[src/xcrd_pkg.sv]
// ----------------------------------------------------------------------------
// xcrd_pkg - shared types and constants of the character reference decoder
// Job format between the parser and the byte expander, reference kinds,
// the named entity table and the digit accumulate helper.
// ----------------------------------------------------------------------------
`default_nettype none

package xcrd_pkg;

  localparam int CODE_W     = 22;             // holds 0 .. CODE_LIMIT
  localparam int UCP_W      = 21;             // code point width
  localparam int FIFO_DEPTH = 4;
  localparam int FIFO_AW    = 2;
  localparam int NUM_ENT    = 5;

  localparam logic [CODE_W-1:0] CODE_LIMIT = 22'd2097152;

  localparam logic [7:0] CH_AMP  = 8'h26;     // '&'
  localparam logic [7:0] CH_SEMI = 8'h3B;     // ';'
  localparam logic [7:0] CH_HASH = 8'h23;     // '#'
  localparam logic [7:0] CH_LX   = 8'h78;     // 'x'
  localparam logic [7:0] CH_UX   = 8'h58;     // 'X'

  // lt, gt, amp, apos, quot
  localparam logic [7:0] ENT_NAME [NUM_ENT][4] = '{
    '{8'h6C, 8'h74, 8'h00, 8'h00},
    '{8'h67, 8'h74, 8'h00, 8'h00},
    '{8'h61, 8'h6D, 8'h70, 8'h00},
    '{8'h61, 8'h70, 8'h6F, 8'h73},
    '{8'h71, 8'h75, 8'h6F, 8'h74}
  };
  localparam logic [3:0] ENT_LEN  [NUM_ENT] = '{4'd2, 4'd2, 4'd3, 4'd4, 4'd4};
  localparam logic [7:0] ENT_CHAR [NUM_ENT] = '{8'h3C, 8'h3E, 8'h26, 8'h27, 8'h22};

  typedef enum logic [2:0] {
    KIND_NONE  = 3'd0,
    KIND_HASH  = 3'd1,
    KIND_DEC   = 3'd2,
    KIND_HEX   = 3'd3,
    KIND_NAMED = 3'd4,
    KIND_BAD   = 3'd5
  } ref_kind_t;

  typedef enum logic [1:0] {
    JOB_RAW  = 2'd0,   // one byte, taken as is
    JOB_CODE = 2'd1,   // code point, UTF-8 encoded
    JOB_ERR  = 2'd2    // dropped reference
  } job_kind_t;

  typedef struct packed {
    job_kind_t        kind;
    logic [UCP_W-1:0] code;
  } job_t;

  // value*base + digit, saturating at CODE_LIMIT
  function automatic logic [CODE_W-1:0] acc_digit(input logic [CODE_W-1:0] v,
                                                  input logic is_hex,
                                                  input logic [3:0] d);
    logic [CODE_W+3:0] wide;
    logic [CODE_W+3:0] v_ext;
    v_ext = {4'd0, v};
    if (is_hex) begin
      wide = (v_ext << 4) + {{CODE_W{1'b0}}, d};
    end else begin
      wide = (v_ext << 3) + (v_ext << 1) + {{CODE_W{1'b0}}, d};
    end
    if (wide >= {4'd0, CODE_LIMIT}) begin
      acc_digit = CODE_LIMIT;
    end else begin
      acc_digit = wide[CODE_W-1:0];
    end
  endfunction

endpackage

`default_nettype wire

[src/xcrd_front.sv]
// ----------------------------------------------------------------------------
// xcrd_front - reference parser
// Takes one text byte a beat unless the job queue is full, tracks an open
// reference and pushes one job per result group into the job queue.
// ----------------------------------------------------------------------------
`default_nettype none

module xcrd_front
  import xcrd_pkg::*;
#(
  parameter int MAX_REF_SPAN = 9
) (
  input  wire logic       clk,
  input  wire logic       rst_n,
  input  wire logic       in_push,
  input  wire logic [7:0] in_text_byte,
  input  wire logic       job_full,
  output logic            job_push,
  output job_t            job
);

  localparam int OFF_W = $clog2(MAX_REF_SPAN + 1);
  localparam logic [OFF_W-1:0] SPAN = OFF_W'(MAX_REF_SPAN);

  logic              in_ref_r, in_ref_nxt;
  logic [OFF_W-1:0]  off_r, off_nxt;
  ref_kind_t         kind_r, kind_nxt;
  logic [CODE_W-1:0] code_r, code_nxt;
  logic              digit_r, digit_nxt;
  logic [4:0]        cand_r, cand_nxt;

  logic [OFF_W-1:0] off;
  logic [3:0]       off4;
  logic             acc;
  logic             is_dec, is_hexd;
  logic [3:0]       dval, hval;
  ref_kind_t        eff_kind;
  logic [4:0]       cand_upd;
  logic             nm_found;
  logic [7:0]       nm_char;

  assign acc  = in_push && !job_full;
  assign off  = off_r + OFF_W'(1);
  assign off4 = 4'(off);

  // digit decode
  always_comb begin
    is_dec  = (in_text_byte >= 8'h30) && (in_text_byte <= 8'h39);
    dval    = 4'(in_text_byte - 8'h30);
    is_hexd = 1'b1;
    hval    = dval;
    if (is_dec) begin
      hval = dval;
    end else if ((in_text_byte >= 8'h61) && (in_text_byte <= 8'h66)) begin
      hval = 4'(in_text_byte - 8'h57);
    end else if ((in_text_byte >= 8'h41) && (in_text_byte <= 8'h46)) begin
      hval = 4'(in_text_byte - 8'h37);
    end else begin
      is_hexd = 1'b0;
    end
  end

  // named candidate filter and end-of-name lookup
  always_comb begin
    cand_upd = cand_r;
    nm_found = 1'b0;
    nm_char  = 8'h00;
    for (int i = 0; i < NUM_ENT; i++) begin
      if (off4 > ENT_LEN[i]) begin
        cand_upd[i] = 1'b0;
      end else if (ENT_NAME[i][2'(off4 - 4'd1)] != in_text_byte) begin
        cand_upd[i] = 1'b0;
      end
    end
    for (int i = NUM_ENT - 1; i >= 0; i--) begin
      if (cand_r[i] && ((ENT_LEN[i] + 4'd1) == off4)) begin
        nm_found = 1'b1;
        nm_char  = ENT_CHAR[i];
      end
    end
  end

  always_comb begin
    in_ref_nxt = in_ref_r;
    off_nxt    = off_r;
    kind_nxt   = kind_r;
    code_nxt   = code_r;
    digit_nxt  = digit_r;
    cand_nxt   = cand_r;
    job_push   = 1'b0;
    job        = '{kind: JOB_RAW, code: '0};
    eff_kind   = (off == OFF_W'(1)) ? KIND_NAMED : kind_r;

    if (acc) begin
      if (!in_ref_r) begin
        if (in_text_byte == CH_AMP) begin
          in_ref_nxt = 1'b1;
          off_nxt    = '0;
          kind_nxt   = KIND_NONE;
          code_nxt   = '0;
          digit_nxt  = 1'b0;
          cand_nxt   = 5'h1F;
        end else begin
          job_push = 1'b1;
          job      = '{kind: JOB_RAW, code: UCP_W'(in_text_byte)};
        end
      end else if ((in_text_byte == CH_SEMI) || (off >= SPAN)) begin
        job_push = 1'b1;
        job      = '{kind: JOB_ERR, code: '0};
        if ((in_text_byte == CH_SEMI) && (off >= OFF_W'(3))) begin
          if (kind_r == KIND_NAMED) begin
            if (nm_found) begin
              job = '{kind: JOB_RAW, code: UCP_W'(nm_char)};
            end
          end else if (((kind_r == KIND_DEC) || (kind_r == KIND_HEX)) &&
                       digit_r && (code_r < CODE_LIMIT)) begin
            job = '{kind: JOB_CODE, code: code_r[UCP_W-1:0]};
          end
        end
        in_ref_nxt = 1'b0;
        off_nxt    = '0;
        kind_nxt   = KIND_NONE;
        code_nxt   = '0;
        digit_nxt  = 1'b0;
        cand_nxt   = 5'h1F;
      end else begin
        off_nxt = off;
        if ((off == OFF_W'(1)) && (in_text_byte == CH_HASH)) begin
          kind_nxt = KIND_HASH;
        end else begin
          case (eff_kind)
            KIND_HASH: begin
              if ((in_text_byte == CH_LX) || (in_text_byte == CH_UX)) begin
                kind_nxt = KIND_HEX;
              end else if (is_dec) begin
                kind_nxt  = KIND_DEC;
                code_nxt  = acc_digit(code_r, 1'b0, dval);
                digit_nxt = 1'b1;
              end else begin
                kind_nxt = KIND_BAD;
              end
            end
            KIND_DEC: begin
              if (is_dec) begin
                code_nxt  = acc_digit(code_r, 1'b0, dval);
                digit_nxt = 1'b1;
              end else begin
                kind_nxt = KIND_BAD;
              end
            end
            KIND_HEX: begin
              if (is_hexd) begin
                code_nxt  = acc_digit(code_r, 1'b1, hval);
                digit_nxt = 1'b1;
              end else begin
                kind_nxt = KIND_BAD;
              end
            end
            KIND_NAMED: begin
              cand_nxt = cand_upd;
              kind_nxt = (cand_upd == 5'h00) ? KIND_BAD : KIND_NAMED;
            end
            default: begin
              kind_nxt = KIND_BAD;
            end
          endcase
        end
      end
    end
  end

  always_ff @(posedge clk) begin
    if (!rst_n) begin
      in_ref_r <= 1'b0;
      off_r    <= '0;
      kind_r   <= KIND_NONE;
      code_r   <= '0;
      digit_r  <= 1'b0;
      cand_r   <= 5'h1F;
    end else begin
      in_ref_r <= in_ref_nxt;
      off_r    <= off_nxt;
      kind_r   <= kind_nxt;
      code_r   <= code_nxt;
      digit_r  <= digit_nxt;
      cand_r   <= cand_nxt;
    end
  end

endmodule

`default_nettype wire

[src/xcrd_job_fifo.sv]
// ----------------------------------------------------------------------------
// xcrd_job_fifo - short job queue between parser and expander
// First-word-fall-through register queue.
// ----------------------------------------------------------------------------
`default_nettype none

module xcrd_job_fifo
  import xcrd_pkg::*;
(
  input  wire logic clk,
  input  wire logic rst_n,
  input  wire logic push,
  input  job_t      push_job,
  output logic      full,
  input  wire logic pop,
  output logic      head_valid,
  output job_t      head_job
);

  localparam logic [FIFO_AW:0] DEPTH = (FIFO_AW + 1)'(FIFO_DEPTH);

  job_t               mem [FIFO_DEPTH];
  logic [FIFO_AW-1:0] wr_ptr_r, rd_ptr_r;
  logic [FIFO_AW:0]   cnt_r, cnt_nxt;
  logic               do_push, do_pop;

  assign full       = (cnt_r == DEPTH);
  assign head_valid = (cnt_r != '0);
  assign head_job   = mem[rd_ptr_r];
  assign do_push    = push && !full;
  assign do_pop     = pop && head_valid;

  always_comb begin
    cnt_nxt = cnt_r;
    if (do_push && !do_pop) begin
      cnt_nxt = cnt_r + (FIFO_AW + 1)'(1);
    end else if (do_pop && !do_push) begin
      cnt_nxt = cnt_r - (FIFO_AW + 1)'(1);
    end
  end

  always_ff @(posedge clk) begin
    if (do_push) begin
      mem[wr_ptr_r] <= push_job;
    end
  end

  always_ff @(posedge clk) begin
    if (!rst_n) begin
      wr_ptr_r <= '0;
      rd_ptr_r <= '0;
      cnt_r    <= '0;
    end else begin
      if (do_push) begin
        wr_ptr_r <= wr_ptr_r + FIFO_AW'(1);
      end
      if (do_pop) begin
        rd_ptr_r <= rd_ptr_r + FIFO_AW'(1);
      end
      cnt_r <= cnt_nxt;
    end
  end

endmodule

`default_nettype wire

[src/xcrd_back.sv]
// ----------------------------------------------------------------------------
// xcrd_back - byte expander
// Holds the current job; hands out its 1 to 4 result bytes, one per out_pop.
// ----------------------------------------------------------------------------
`default_nettype none

module xcrd_back
  import xcrd_pkg::*;
(
  input  wire logic  clk,
  input  wire logic  rst_n,
  input  wire logic  job_valid,
  input  job_t       job,
  output logic       job_pop,
  output logic       out_empty,
  input  wire logic  out_pop,
  output logic [7:0] out_byte,
  output logic       out_last_of_run,
  output logic       out_bad_reference
);

  job_t       cur_r;
  logic [1:0] len_r;    // byte count minus one
  logic [1:0] idx_r;
  logic       vld_r;

  logic       advance, finish;
  logic [1:0] load_len;
  logic [UCP_W-1:0] v;

  assign advance   = vld_r && out_pop;
  assign finish    = advance && (idx_r == len_r);
  assign job_pop   = job_valid && (!vld_r || finish);
  assign out_empty = !vld_r;
  assign v         = cur_r.code;

  always_comb begin
    load_len = 2'd0;
    if (job.kind == JOB_CODE) begin
      if (job.code >= UCP_W'(65536)) begin
        load_len = 2'd3;
      end else if (job.code >= UCP_W'(2048)) begin
        load_len = 2'd2;
      end else if (job.code >= UCP_W'(128)) begin
        load_len = 2'd1;
      end
    end
  end

  always_comb begin
    out_last_of_run   = (idx_r == len_r);
    out_bad_reference = (cur_r.kind == JOB_ERR);
    out_byte          = v[7:0];
    case (cur_r.kind)
      JOB_ERR: out_byte = 8'h00;
      JOB_RAW: out_byte = v[7:0];
      JOB_CODE: begin
        case ({len_r, idx_r})
          4'b0000: out_byte = {1'b0, v[6:0]};
          4'b0100: out_byte = {3'b110, v[10:6]};
          4'b0101: out_byte = {2'b10, v[5:0]};
          4'b1000: out_byte = {4'b1110, v[15:12]};
          4'b1001: out_byte = {2'b10, v[11:6]};
          4'b1010: out_byte = {2'b10, v[5:0]};
          4'b1100: out_byte = {5'b11110, v[20:18]};
          4'b1101: out_byte = {2'b10, v[17:12]};
          4'b1110: out_byte = {2'b10, v[11:6]};
          4'b1111: out_byte = {2'b10, v[5:0]};
          default: out_byte = 8'h00;
        endcase
      end
      default: out_byte = 8'h00;
    endcase
  end

  always_ff @(posedge clk) begin
    if (job_pop) begin
      cur_r <= job;
      len_r <= load_len;
    end
  end

  always_ff @(posedge clk) begin
    if (!rst_n) begin
      vld_r <= 1'b0;
      idx_r <= 2'd0;
    end else if (job_pop) begin
      vld_r <= 1'b1;
      idx_r <= 2'd0;
    end else if (finish) begin
      vld_r <= 1'b0;
      idx_r <= 2'd0;
    end else if (advance) begin
      idx_r <= idx_r + 2'd1;
    end
  end

endmodule

`default_nettype wire

[src/xml_char_reference_decoder_core.sv]
// ----------------------------------------------------------------------------
// xml_char_reference_decoder_core - XML character reference decoder
// Passes text bytes through and replaces named and numeric character
// references by their byte or UTF-8 sequence; bad references give one
// error result.
// ----------------------------------------------------------------------------
//
//  channel  handshake        payload
//  -------  ---------------  ----------------------------------------------
//  input    in_push/in_full  in_text_byte[7:0]
//  result   out_pop/out_empty out_byte[7:0], out_last_of_run, out_bad_reference
//
//  One text byte is taken every cycle while in_full is low.
//  A result reaches the ports through the job queue and then the expander's
//  current-job register; a decoded code point drains at one byte a cycle
//  while out_pop takes them, holding the expander until its last byte goes.
//  A four-job queue between parser and expander lets the parser keep taking
//  bytes while the result side is stalled; in_full rises only once it fills.
//  Synchronous active-low reset closes any open reference and empties the
//  queue; no clearing pass.
//
`default_nettype none

module xml_char_reference_decoder_core
  import xcrd_pkg::*;
#(
  parameter int MAX_REF_SPAN = 9      // 3 .. 15
) (
  input  wire logic       clk,
  input  wire logic       rst_n,
  // text byte input
  input  wire logic       in_push,
  output logic            in_full,
  input  wire logic [7:0] in_text_byte,
  // result output
  output logic            out_empty,
  input  wire logic       out_pop,
  output logic [7:0]      out_byte,
  output logic            out_last_of_run,
  output logic            out_bad_reference
);

  job_t f_job, h_job;
  logic f_push, q_full, h_valid, h_pop;

  // parser stalls only on a full job queue
  assign in_full = q_full;

  xcrd_front #(
    .MAX_REF_SPAN(MAX_REF_SPAN)
  ) u_front (
    .clk          (clk),
    .rst_n        (rst_n),
    .in_push      (in_push),
    .in_text_byte (in_text_byte),
    .job_full     (q_full),
    .job_push     (f_push),
    .job          (f_job)
  );

  xcrd_job_fifo u_fifo (
    .clk        (clk),
    .rst_n      (rst_n),
    .push       (f_push),
    .push_job   (f_job),
    .full       (q_full),
    .pop        (h_pop),
    .head_valid (h_valid),
    .head_job   (h_job)
  );

  // expander reloads in the beat its last byte is taken
  xcrd_back u_back (
    .clk               (clk),
    .rst_n             (rst_n),
    .job_valid         (h_valid),
    .job               (h_job),
    .job_pop           (h_pop),
    .out_empty         (out_empty),
    .out_pop           (out_pop),
    .out_byte          (out_byte),
    .out_last_of_run   (out_last_of_run),
    .out_bad_reference (out_bad_reference)
  );

endmodule

`default_nettype wire
[config.mk]
export PLATFORM = sky130hd
export DESIGN_NAME = xml_char_reference_decoder_core
export DESIGN_NICKNAME = d
export VERILOG_FILES = /design/src/xcrd_pkg.sv /design/src/xcrd_front.sv /design/src/xcrd_job_fifo.sv /design/src/xcrd_back.sv /design/src/xml_char_reference_decoder_core.sv
export SDC_FILE = /design/constraint.sdc
export NUM_CORES = 1
export LEC_CHECK = 0
export BUFFER_PORTS_ARGS = -buffer_cell sky130_fd_sc_hd__buf_2
export CAP_MARGIN = 20
export CORE_ASPECT_RATIO = 0.6
export CORE_MARGIN = 1
export CORE_UTILIZATION = 45
export CTS_BUF_LIST = sky130_fd_sc_hd__clkbuf_8
export DETAILED_ROUTE_END_ITERATION = 16
export GPL_TIMING_DRIVEN = 0
export MAX_ROUTING_LAYER = met4
export PLACE_DENSITY = 0.62
export SLEW_MARGIN = 30
export SYNTH_ARGS = -nofsm -noshare
export SYNTH_HDL_FRONTEND = slang
export SYNTH_SLANG_ARGS = --single-unit
[constraint.sdc]
create_clock -name clk -period 4 [get_ports clk]
set_clock_uncertainty 0.1 [all_clocks]
set_input_delay 1 -clock clk [delete_from_list [all_inputs] [get_ports clk]]
set_output_delay 1 -clock clk [all_outputs]
set_load 0.01 [all_outputs]
==> metrics, run 1 <==
worst-path cell chain buf_6, buf_6, inv_6, fa_1, fa_2, and2b_1, o2111ai_2, a211oi_2, nor3b_2, o41ai_2, mux2_4, a21o_1, a32o_2; Final Hold Slack 0.4129 ns; main flop type after synthesis edfxtp_1; Clock Tree Buf Depth 2; Final period util 98.14%; dpl hpwl 16,870 um; Slew Viols, Final 0; ANT cells 0; outcome completed; post-route ant nets 0; Reg-to-Reg End u_front.code_r[0]; via count ~6,800; area leader, netlist edfxtp_1; vias in the first global route about 6,400; row count 40; register area share after synthesis between 40% and 50%; RSZ-0062 raised after global routing no; Port Buffers 21; CTS Hold Bufs 0; router iterations before antenna repair 5; Buf/Inv on CP 3; antenna violations before repair 0; #FFs+latches synth 165; H-tree depth 4; pin count of the biggest net entering global routing 27; TritonCTS clock tree yes; CP max stage delay around 0.46 ns; worst hold endpoint u_front.digit_r; area grow syn2layout 10.17%; Hold Path Class reg2reg; post-route insts no fill roughly 1,200; Final setup violation count 0; WHS Path Cells 2; DRC Markers 0; DIE AREA approximately 21,000 um^2; Clock Root Buffer clkbuf_8; Vert. Die Dim 113.7 um; Routed WL approximately 22,000 um; Worst R2R Setup Slack around 0.2 ns; Fill cells about 1,800; YS warnings 0; GRT Util Overall 22.58%; Vias/cell between 5 and 6; crit path time final ~3.9 ns; CP dominant cell by count buf_6; Worst Tran Pin Value 0.8710 ns; Starting Density ~46%; Die Span X approximately 190 um; Hold Vio Cnt, Final 0; WP data required ~4.2 ns; Async SR Flop Fraction 0%; Crit Path Max Fanout 4; core area between 20,000 and 25,000 um^2; GRT overflow 0; Post-Syn Area per Cell 11.10 um^2; TritonCTS buffer count 17; pwr dens between 400 and 500 nW/um^2; Placer Congestion between 0.9 and 1; CP Class in2reg; synthesized instance count about 840; Ports 24; synth top area cells edfxtp_1 38%, dfxtp_1 10%, ha_1 8.3%; share of layout cells above drive strength 1 14.67%; Hold Startpoint u_front.digit_r; Data arrival, critical path 4.17 ns; FMAX roughly 250 MHz; family with the most delay on the worst path compound AO/OA/AOI/OAI gates; Slowest-stage cell, CP fa_1; Sinks on Clock Net about 170; Pleak ~0.0038 uW; nets slightly below 1,000; Synth top area share between 30% and 40%; Setup crit end kind register; Relative slew margins between 40% and 50%; Startpoint Class input port; clk slew on worst S/H paths roughly 0.1 ns; Worst-Skew Late Latency about 0.45 ns; R2R depth 11; Routed WL per cell around 19 um; DRT iter0 DRCs between 700 and 800; Post-Syn Area ~9400 um^2; first-pass GRT wire length ~36,000 um; EDFF count, synth approximately 120; worst r2r src u_front.code_r[2]; Synth cell types approximately 80; Max-Cap Viols 0; cell count after placement around 1,100; Peak VDD IR approximately 0.00038 V; syn_nets slightly above 900
-- how the worst max path moves through the flow --
stage	cells after the start	end	start
6_report	13	u_front.code_r[0]	in_text_byte[3]
5_1_grt	13	u_front.code_r[0]	in_text_byte[3]
4_1_cts	13	u_front.code_r[16]	in_text_byte[3]
3_5_place_dp	13	u_front.code_r[16]	in_text_byte[3]
3_3_place_gp	13	u_front.code_r[17]	in_text_byte[3]
2_1_floorplan	12	u_front.code_r[0]	in_text_byte[3]
-- worst register-to-register path, stage by stage, from the launching register on --
cell and delay, ns:
dfxtp_1 0.50, inv_1 0.11, fa_1 0.54, fa_2 0.38
and2b_1 0.23, o2111ai_2 0.18, a211oi_2 0.32, nor3b_2 0.12
o41ai_2 0.39, mux2_4 0.39, a21o_1 0.19, a32o_2 0.23
-- placed cells by master (no fill, tap or decap), types with 8 or more instances in the layout --
cell type | Yosys | routed
a21o_1 | 8 | 8
a21oi_1 | 44 | 44
a22oi_1 | 21 | 21
and2_1 | 32 | 28
buf_2 | 19 | 38
clkbuf_1 | 13 | 13
clkbuf_8 | 0 | 17
dfxtp_1 | 48 | 48
edfxtp_1 | 117 | 117
ha_1 | 62 | 62
inv_1 | 30 | 29
mux4_2 | 23 | 23
nand2_1 | 72 | 72
nand2b_1 | 12 | 12
nand3_1 | 16 | 16
nand4_1 | 12 | 12
nor2_1 | 45 | 45
nor2b_1 | 14 | 14
nor3_1 | 13 | 13
o21a_1 | 9 | 9
o21ai_0 | 35 | 34
o21ai_1 | 25 | 25
o22ai_1 | 8 | 8
xnor2_1 | 20 | 20
xor2_1 | 14 | 14
-- sequential cells by signal, indices dropped and copies added (netlist names), named ones only --
name	flops
u_front.digit_r	1
u_fifo.mem	92
u_fifo.rd_ptr_r	2
u_fifo.cnt_r	3
u_back.vld_r	1
u_front.off_r	4
u_front.kind_r	3
u_back.len_r	2
u_fifo.wr_ptr_r	2
u_back.v	21
u_front.in_ref_r	1
u_front.cand_r	5
u_back.cur_r	2
u_front.code_r	22
u_back.idx_r	2
-- where the power goes --
| part | switching [uW] | internal [uW] |
|---|---|---|
| clock network | 665 | 522 |
| registers | 148 | 2180 |
| logic | 701 | 481 |
-- kinds of logic after synthesis --
family          after synthesis  share of synthesized area, %
simple gates                263                         14.89
mux                          30                         6.350
compound gates              220                         15.82
fa+ha+maj                    65                         8.930
xor+xnor                     34                         3.182
flops                       165                         47.81
buf+inv                      66                         3.021
-- layer usage --
layer / routed length (um) / track usage [%] / up-vias
li1: - / - / 3286
met1: 11980 / 36.83 / 3286
met2: 8345 / 28.81 / 255
met3: 1764 / 3.662 / 20
met4: 158 / 3.794 / 0
met5: 0 / - / -
-- synthesized netlist by cell type (all sizes together) (12+ instances only) --
| cell type | number |
|---|---|
| a21oi | 46 |
| a22oi | 21 |
| and2 | 32 |
| buf | 23 |
| clkbuf | 13 |
| dfxtp | 48 |
| edfxtp | 117 |
| ha | 62 |
| inv | 30 |
| mux4 | 23 |
| nand2 | 72 |
| nand2b | 12 |
| nand3 | 16 |
| nand4 | 13 |
| nor2 | 46 |
| nor2b | 14 |
| nor3 | 13 |
| o21ai | 60 |
| xnor2 | 20 |
| xor2 | 14 |
-- final cells by class --
cell class | count | area [um^2] | area share (%)
Sequential cell | 165 | 4474 | 43.39
Inverter | 30 | 117.6 | 1.141
Buffer | 36 | 176.4 | 1.711
Multi-Input combinational cell | 612 | 4661 | 45.20
Clock inverter | 15 | 165.2 | 1.602
Clock buffer | 17 | 234.0 | 2.269
Timing Repair Buffer | 25 | 141.4 | 1.371
Tap cell | 273 | 341.6 | 3.313
-- timing repair --
| item | 4_1_cts | 5_1_grt |
|---|---|---|
| setup buffers | 0 | 4 |
| resized for setup | 1 | 12 |
| gates cloned | 0 | 0 |
| endpoints found under the setup margin | 5 | 24 |
| pin swaps | 0 | 9 |
-- metrics by stage --
step | area, um^2 | TNS, ns | total power [uW] | setup slack (ns) | utilization, %
6_report | 10310 | 0 | 4696 | 0.07426 | 51.12
4_1_cts | 10230 | 0 | 4711 | 0.01871 | 50.70
5_1_grt | 10310 | 0 | 4943 | 0.02257 | 51.12
2_1_floorplan | 9364 | 0 | 3146 | 0.03367 | -
3_5_place_dp | 9816 | -8.737 | 3535 | -0.4790 | 48.67
3_3_place_gp | 9811 | -42.58 | 3520 | -0.5057 | 48.64
Power figures use the tool's default switching activity.
==> run 2, diff against run 1 <==
--- a/config.mk
+++ b/config.mk
@@ -10,7 +10,6 @@
 export CORE_ASPECT_RATIO = 0.6
 export CORE_MARGIN = 1
 export CORE_UTILIZATION = 45
-export CTS_BUF_LIST = sky130_fd_sc_hd__clkbuf_8
 export DETAILED_ROUTE_END_ITERATION = 16
 export GPL_TIMING_DRIVEN = 0
 export MAX_ROUTING_LAYER = met4
==> metrics, run 2 (synthesis gave the netlist of run 1 again) <==
Routed WL per cell 19.20 um (+1.2%); Port Buffers 21 (unchanged); Routed WL 22,560 um (+1.4%); Peak VDD IR 0.0003767 V (-1.6%); WP data required 4.21 ns (-0.03 ns); Hold Path Class reg2reg; Setup crit end kind register; clk slew on worst S/H paths 0.07 ns (-0.03 ns); worst setup margin 0.009222 ns (-0.06504 ns); Reg-to-Reg End u_front.code_r[0]; largest register by flop count u_fifo.mem; post-placement cell area 9816 um^2 (unchanged); Max-Cap Viols 0 (unchanged); worst r2r src u_front.code_r[2]; most frequent cells in the layout 117 x edfxtp_1, 71 x nand2_1, 62 x ha_1; internal power 3552 uW (+12%); Die Span X 188.2 um (unchanged); Final setup violation count 0 (unchanged); Sw Share 30.72% (-1.5 points); crit path time final 3.991 ns (+0.06504 ns); Clock Root Buffer clkbuf_16; setup TNS 0 ns (unchanged); post-route ant nets 0 (unchanged); Data arrival, critical path 4.20 ns (+0.03 ns); first-pass GRT wire length 36,570 um (+1.3%); number of flip-flops in the largest register 92 (unchanged); Pleak 0.003917 uW (+3.3%); Comb power frac 23.1% (-2.1 points); pwr dens 485.2 nW/um^2 (+6.6%); Ports 24 (unchanged); Worst Tran Pin Value 0.8799 ns (+0.008969 ns); CP Class in2reg; outcome completed; Hold Vio Cnt, Final 0 (unchanged); RSZ-0062 raised after global routing yes; Seq pwr share 45.4% (-4.1 points); nets 966 (+0.21%); sw power 1575 uW (+4.0%); Startpoint Class input port; Slew Viols, Final 0 (unchanged); row count 40 (unchanged); ANT cells 0 (unchanged); pin count of the biggest net entering global routing 27 (unchanged); router iterations before antenna repair 5 (unchanged); crit path capture u_front.code_r[0]; R2R depth 11 (unchanged); Worst-Skew Late Latency 0.42 ns (-0.03 ns); DRC Markers 0 (unchanged); Clk pwr share 31.5% (+6.2 points); post-route cell area 10,570 um^2 (+2.5%); core area 20,170 um^2 (unchanged); via count 6,842 (-0.073%); Vias/cell 5.823 (-0.24%); vias in the first global route 6,422 (+0.67%); Crit Path Max Fanout 4 (unchanged); crit path from in_text_byte[3]; DRT iter0 DRCs 742 (+3.5%); DIE AREA 21,400 um^2 (unchanged); Relative slew margins 40.97% (-0.60 points); Placer Congestion 0.9246 (unchanged); GRT overflow 0 (unchanged); TritonCTS buffer count 17 (unchanged); antenna violations before repair 0 (unchanged); Clock Tree Buf Depth 2 (unchanged); Starting Density 46.40% (unchanged); share of layout cells above drive strength 1 16.19% (+1.5 points); Vert. Die Dim 113.7 um (unchanged); TritonCTS clock tree yes; FMAX 250.6 MHz (-1.6%); Sinks on Clock Net 165 (unchanged); H-tree depth 4 (unchanged); area grow syn2layout 12.89%; commonest non-fill, non-tap cell in the layout edfxtp_1; dpl ws -0.4790 ns (unchanged); Worst R2R Setup Slack 0.16 ns (-0.04 ns); dpl hpwl 16,870 um (unchanged); GRT Util Overall 22.93% (+0.35 points); Final period util 99.77% (+1.6 points)
## run 2: changes by cell type in the layout (fill, tap and decap cells not counted), sizes merged
| cell | before | now |
|---|---|---|
| buf | 48 | 49 |
| clkbuf | 30 | 32 |
| inv | 39 | 38 |
## run 2: how the worst min path moves through the flow
| stage | end | cells after the start | start | slack [ns] |
|---|---|---|---|---|
| 6_report | u_front.digit_r | 2 | u_front.digit_r | 0.41 |
| 5_1_grt | u_front.digit_r | 2 | u_front.digit_r | 0.45 |
| 2_1_floorplan | u_front.digit_r | 2 | u_front.digit_r | 0.34 |
| 4_1_cts | u_front.digit_r | 2 | u_front.digit_r | 0.40 |
| 3_3_place_gp | u_back.vld_r | 2 | u_back.vld_r | 0.38 |
| 3_5_place_dp | u_front.digit_r | 2 | u_front.digit_r | 0.38 |
## run 2: area by class of cell
cell class | count | area (um^2)
Fill cell | 1787 | 9604
Multi-Input combinational cell | 612 | 4683
Sequential cell | 165 | 4474
Clock buffer | 18 | 429.2
Tap cell | 273 | 341.6
Buffer | 36 | 180.2
Timing Repair Buffer | 27 | 177.7
Clock inverter | 14 | 161.4
Inverter | 30 | 117.6
## run 2: power by group through the flow
stage          sequential [uW]  combinational, uW  clock, uW
2_1_floorplan             2300                850          0
3_3_place_gp              2360               1160          0
3_5_place_dp              2360               1170          0
4_1_cts                   2330               1180       1640
5_1_grt                   2360               1300       1720
6_report                  2330               1190       1610
## run 2: per-stage QoR
stage / power (uW) / hold slack [ns] / utilization [%] / cells
CTS: 5143 / 0.4014 / 51.65 / 1169
global placement: 3520 / 0.3819 / 48.64 / 1137
floorplan: 3146 / 0.3438 / - / 843
detailed placement: 3535 / 0.3844 / 48.67 / 1137
finish: 5127 / 0.4079 / 52.38 / 1175
global route: 5382 / 0.4458 / 52.38 / 1175
## run 2: critical path: stages
cell,delay [ns]
buf_8,0.10
buf_6,0.12
inv_6,0.05
fa_1,0.46
fa_2,0.38
and2b_1,0.23
o2111ai_2,0.18
a211oi_2,0.35
nor3b_2,0.12
o41ai_2,0.39
mux2_4,0.39
a21o_1,0.19
a32o_2,0.24
## run 2: per-layer routing
metal  track usage [%]  vias to the layer above  wire (um)
li1                  -                     3294          -
met1             37.08                     3328      12210
met2             29.42                      212       8597
met3             4.308                        8       1680
met4             3.306                        0         65
met5                 -                        -          0
## run 2: what timing repair did
action	CTS	global route
pin swaps	1	16
hold buffers	0	0
gates cloned	0	1
setup endpoints to repair	7	24
endpoints found under the hold margin	0	0
setup buffers	0	5
resized for setup	1	24
==> run 3, diff against run 2 <==
--- a/config.mk
+++ b/config.mk
@@ -5,15 +5,15 @@
 export SDC_FILE = /design/constraint.sdc
 export NUM_CORES = 1
 export LEC_CHECK = 0
-export BUFFER_PORTS_ARGS = -buffer_cell sky130_fd_sc_hd__buf_2
 export CAP_MARGIN = 20
 export CORE_ASPECT_RATIO = 0.6
 export CORE_MARGIN = 1
 export CORE_UTILIZATION = 45
 export DETAILED_ROUTE_END_ITERATION = 16
+export DONT_BUFFER_PORTS = 1
 export GPL_TIMING_DRIVEN = 0
 export MAX_ROUTING_LAYER = met4
-export PLACE_DENSITY = 0.62
+export PLACE_DENSITY = 0.61
 export SLEW_MARGIN = 30
 export SYNTH_ARGS = -nofsm -noshare
 export SYNTH_HDL_FRONTEND = slang
==> metrics, run 3 (synthesis gave the netlist of run 1 again) <==
area grow syn2layout 10.79%; Final setup violation count 0 (unchanged); Hold Path Class reg2reg; Reg-to-Reg End u_front.code_r[14]; CP Class in2reg; largest register by flop count u_fifo.mem; clk slew on worst S/H paths 0.07 ns (about the same); Worst R2R Setup Slack 0.20 ns (+0.04 ns); Port Buffers 0 (-100%); Routed WL 22,680 um (+0.56%); via count 6,724 (-1.7%); worst hold endpoint u_back.vld_r; Hold Startpoint u_back.vld_r; Slew Viols, Final 0 (unchanged); TritonCTS clock tree yes; H-tree depth 4 (unchanged); Placer Congestion 0.9122 (-1.3%); Sinks on Clock Net 165 (unchanged); sw power 1556 uW (-1.2%); Final period util 98.60% (-1.2 points); WHS Path Cells 2 (unchanged); GRT Util Overall 22.60% (-0.33 points); Worst Tran Pin Value 0.9026 ns (+0.02269 ns); Ports 24 (unchanged); Die Span X 188.2 um (unchanged); Comb power frac 22.0% (-1.1 points); DRT iter0 DRCs 586 (-21%); post-route ant nets 0 (unchanged); Vias/cell 5.847 (+0.41%); DIE AREA 21,400 um^2 (unchanged); number of flip-flops in the largest register 92 (unchanged); Relative slew margins 39.70% (-1.3 points); Data arrival, critical path 4.20 ns (about the same); Sw Share 30.83% (+0.11 points); Setup crit end kind register; pin count of the biggest net entering global routing 27 (unchanged); Clock Tree Buf Depth 2 (unchanged); R2R depth 13 (+2); Starting Density 46.40% (unchanged); antenna violations before repair 0 (unchanged); WP data required 4.25 ns (+0.04 ns); dpl hpwl 17,150 um (+1.7%); Seq. cell area 4474 um^2 (unchanged); Worst-Skew Late Latency 0.43 ns (about the same); area of the multi-input gates 4657 um^2 (-0.56%); first-pass GRT wire length 35,630 um (-2.6%); CTS Hold Bufs 0 (unchanged); Clk pwr share 32.1% (+0.6 points); Peak VDD IR 0.0002957 V (-21%); Pwr Total 5047 uW (-1.5%); GRT overflow 0 (unchanged); core area 20,170 um^2 (unchanged); Final Util 51.41% (-0.97 points); crit path time final 3.944 ns (-0.04665 ns); Clock Root Buffer clkbuf_16; Routed WL per cell 19.72 um (+2.7%); pwr dens 486.8 nW/um^2 (+0.32%); Crit Path Max Fanout 10 (+6); DRC Markers 0 (unchanged); row count 40 (unchanged); ANT cells 0 (unchanged); nets 941 (-2.6%); worst r2r src u_front.code_r[2]; most frequent cells in the layout 117 x edfxtp_1, 72 x nand2_1, 62 x ha_1; Pleak 0.003798 uW (-3.0%); TritonCTS buffer count 17 (unchanged); setup TNS 0 ns (unchanged); FMAX 253.5 MHz (+1.2%); outcome completed; Startpoint Class input port; commonest non-fill, non-tap cell in the layout edfxtp_1; Vert. Die Dim 113.7 um (unchanged); Max-Cap Viols 0 (unchanged); Hold Vio Cnt, Final 0 (unchanged); share of layout cells above drive strength 1 12.31% (-3.9 points); internal power 3491 uW (-1.7%); vias in the first global route 6,266 (-2.4%); Seq pwr share 45.9% (+0.5 points); router iterations before antenna repair 7 (+2); Fill cells 1,771 (-0.90%)
[run 3: worst max-delay path by stage]
| stage | to | start | depth (start not counted) | slack (ns) |
|---|---|---|---|---|
| 6_report | u_front.code_r[14] | in_text_byte[3] | 14 | 0.06 |
| 2_1_floorplan | u_front.code_r[0] | in_text_byte[3] | 12 | 0.03 |
| 3_5_place_dp | u_front.code_r[16] | in_text_byte[3] | 12 | -0.38 |
| 3_3_place_gp | u_front.code_r[19] | in_text_byte[3] | 12 | -0.39 |
| 5_1_grt | u_front.code_r[12] | in_text_byte[3] | 14 | -0.02 |
| 4_1_cts | u_front.code_r[16] | in_text_byte[3] | 12 | 0.02 |
[run 3: repair_timing]
item                                    4_1_cts  5_1_grt
buffers inserted                              0        2
endpoints found under the setup margin        0       20
gates resized for setup                       0        9
[run 3: area by class of cell]
| cell class | count | share of cell area [%] |
|---|---|---|
| buffer | 36 | 1.701 |
| clock buffer | 18 | 4.139 |
| clock inverter | 14 | 1.545 |
| inverter | 30 | 1.110 |
| multi-input combinational | 612 | 44.91 |
| sequential | 165 | 43.15 |
| tap | 273 | 3.294 |
| timing repair buffer | 2 | 0.1448 |
[run 3: power by group through the flow]
stage	combinational (uW)	clock, uW	sequential (uW)
floorplan	850	0	2300
global placement	1100	0	2350
detailed placement	1110	0	2360
CTS	1120	1630	2320
global route	1230	1700	2340
finish	1110	1620	2320
[run 3: through the flow]
stage	setup slack [ns]	instance area (um^2)	hold WS [ns]	cells
final	0.05587	10370	0.4066	1150
after global routing	-0.02176	10370	0.4504	1150
after CTS	0.01623	10300	0.4121	1148
after detailed placement	-0.3830	9711	0.3744	1116
after global placement	-0.3863	9706	0.3723	1116
after floorplan	0.03367	9364	0.3438	843
[run 3: worst max-delay path, stage by stage]
cell and delay (ns):
buf_6 0.13, inv_4 0.08, fa_2 0.47, fa_2 0.38, and2b_1 0.23, o2111ai_2 0.19, a211oi_2 0.35, buf_4 0.18
or3_1 0.15, mux2i_1 0.31, o311a_4 0.25, nand4_4 0.15, buf_6 0.19, o21ai_1 0.14
[run 3: routing by layer]
layer  track usage [%]  vias to the layer above  routed length, um
met1             35.82                     3237              12290
met2             28.73                      228               8572
li1                  -                     3243                  -
met3             4.369                       16               1664
met4             5.474                        0                153
met5                 -                        -                  0
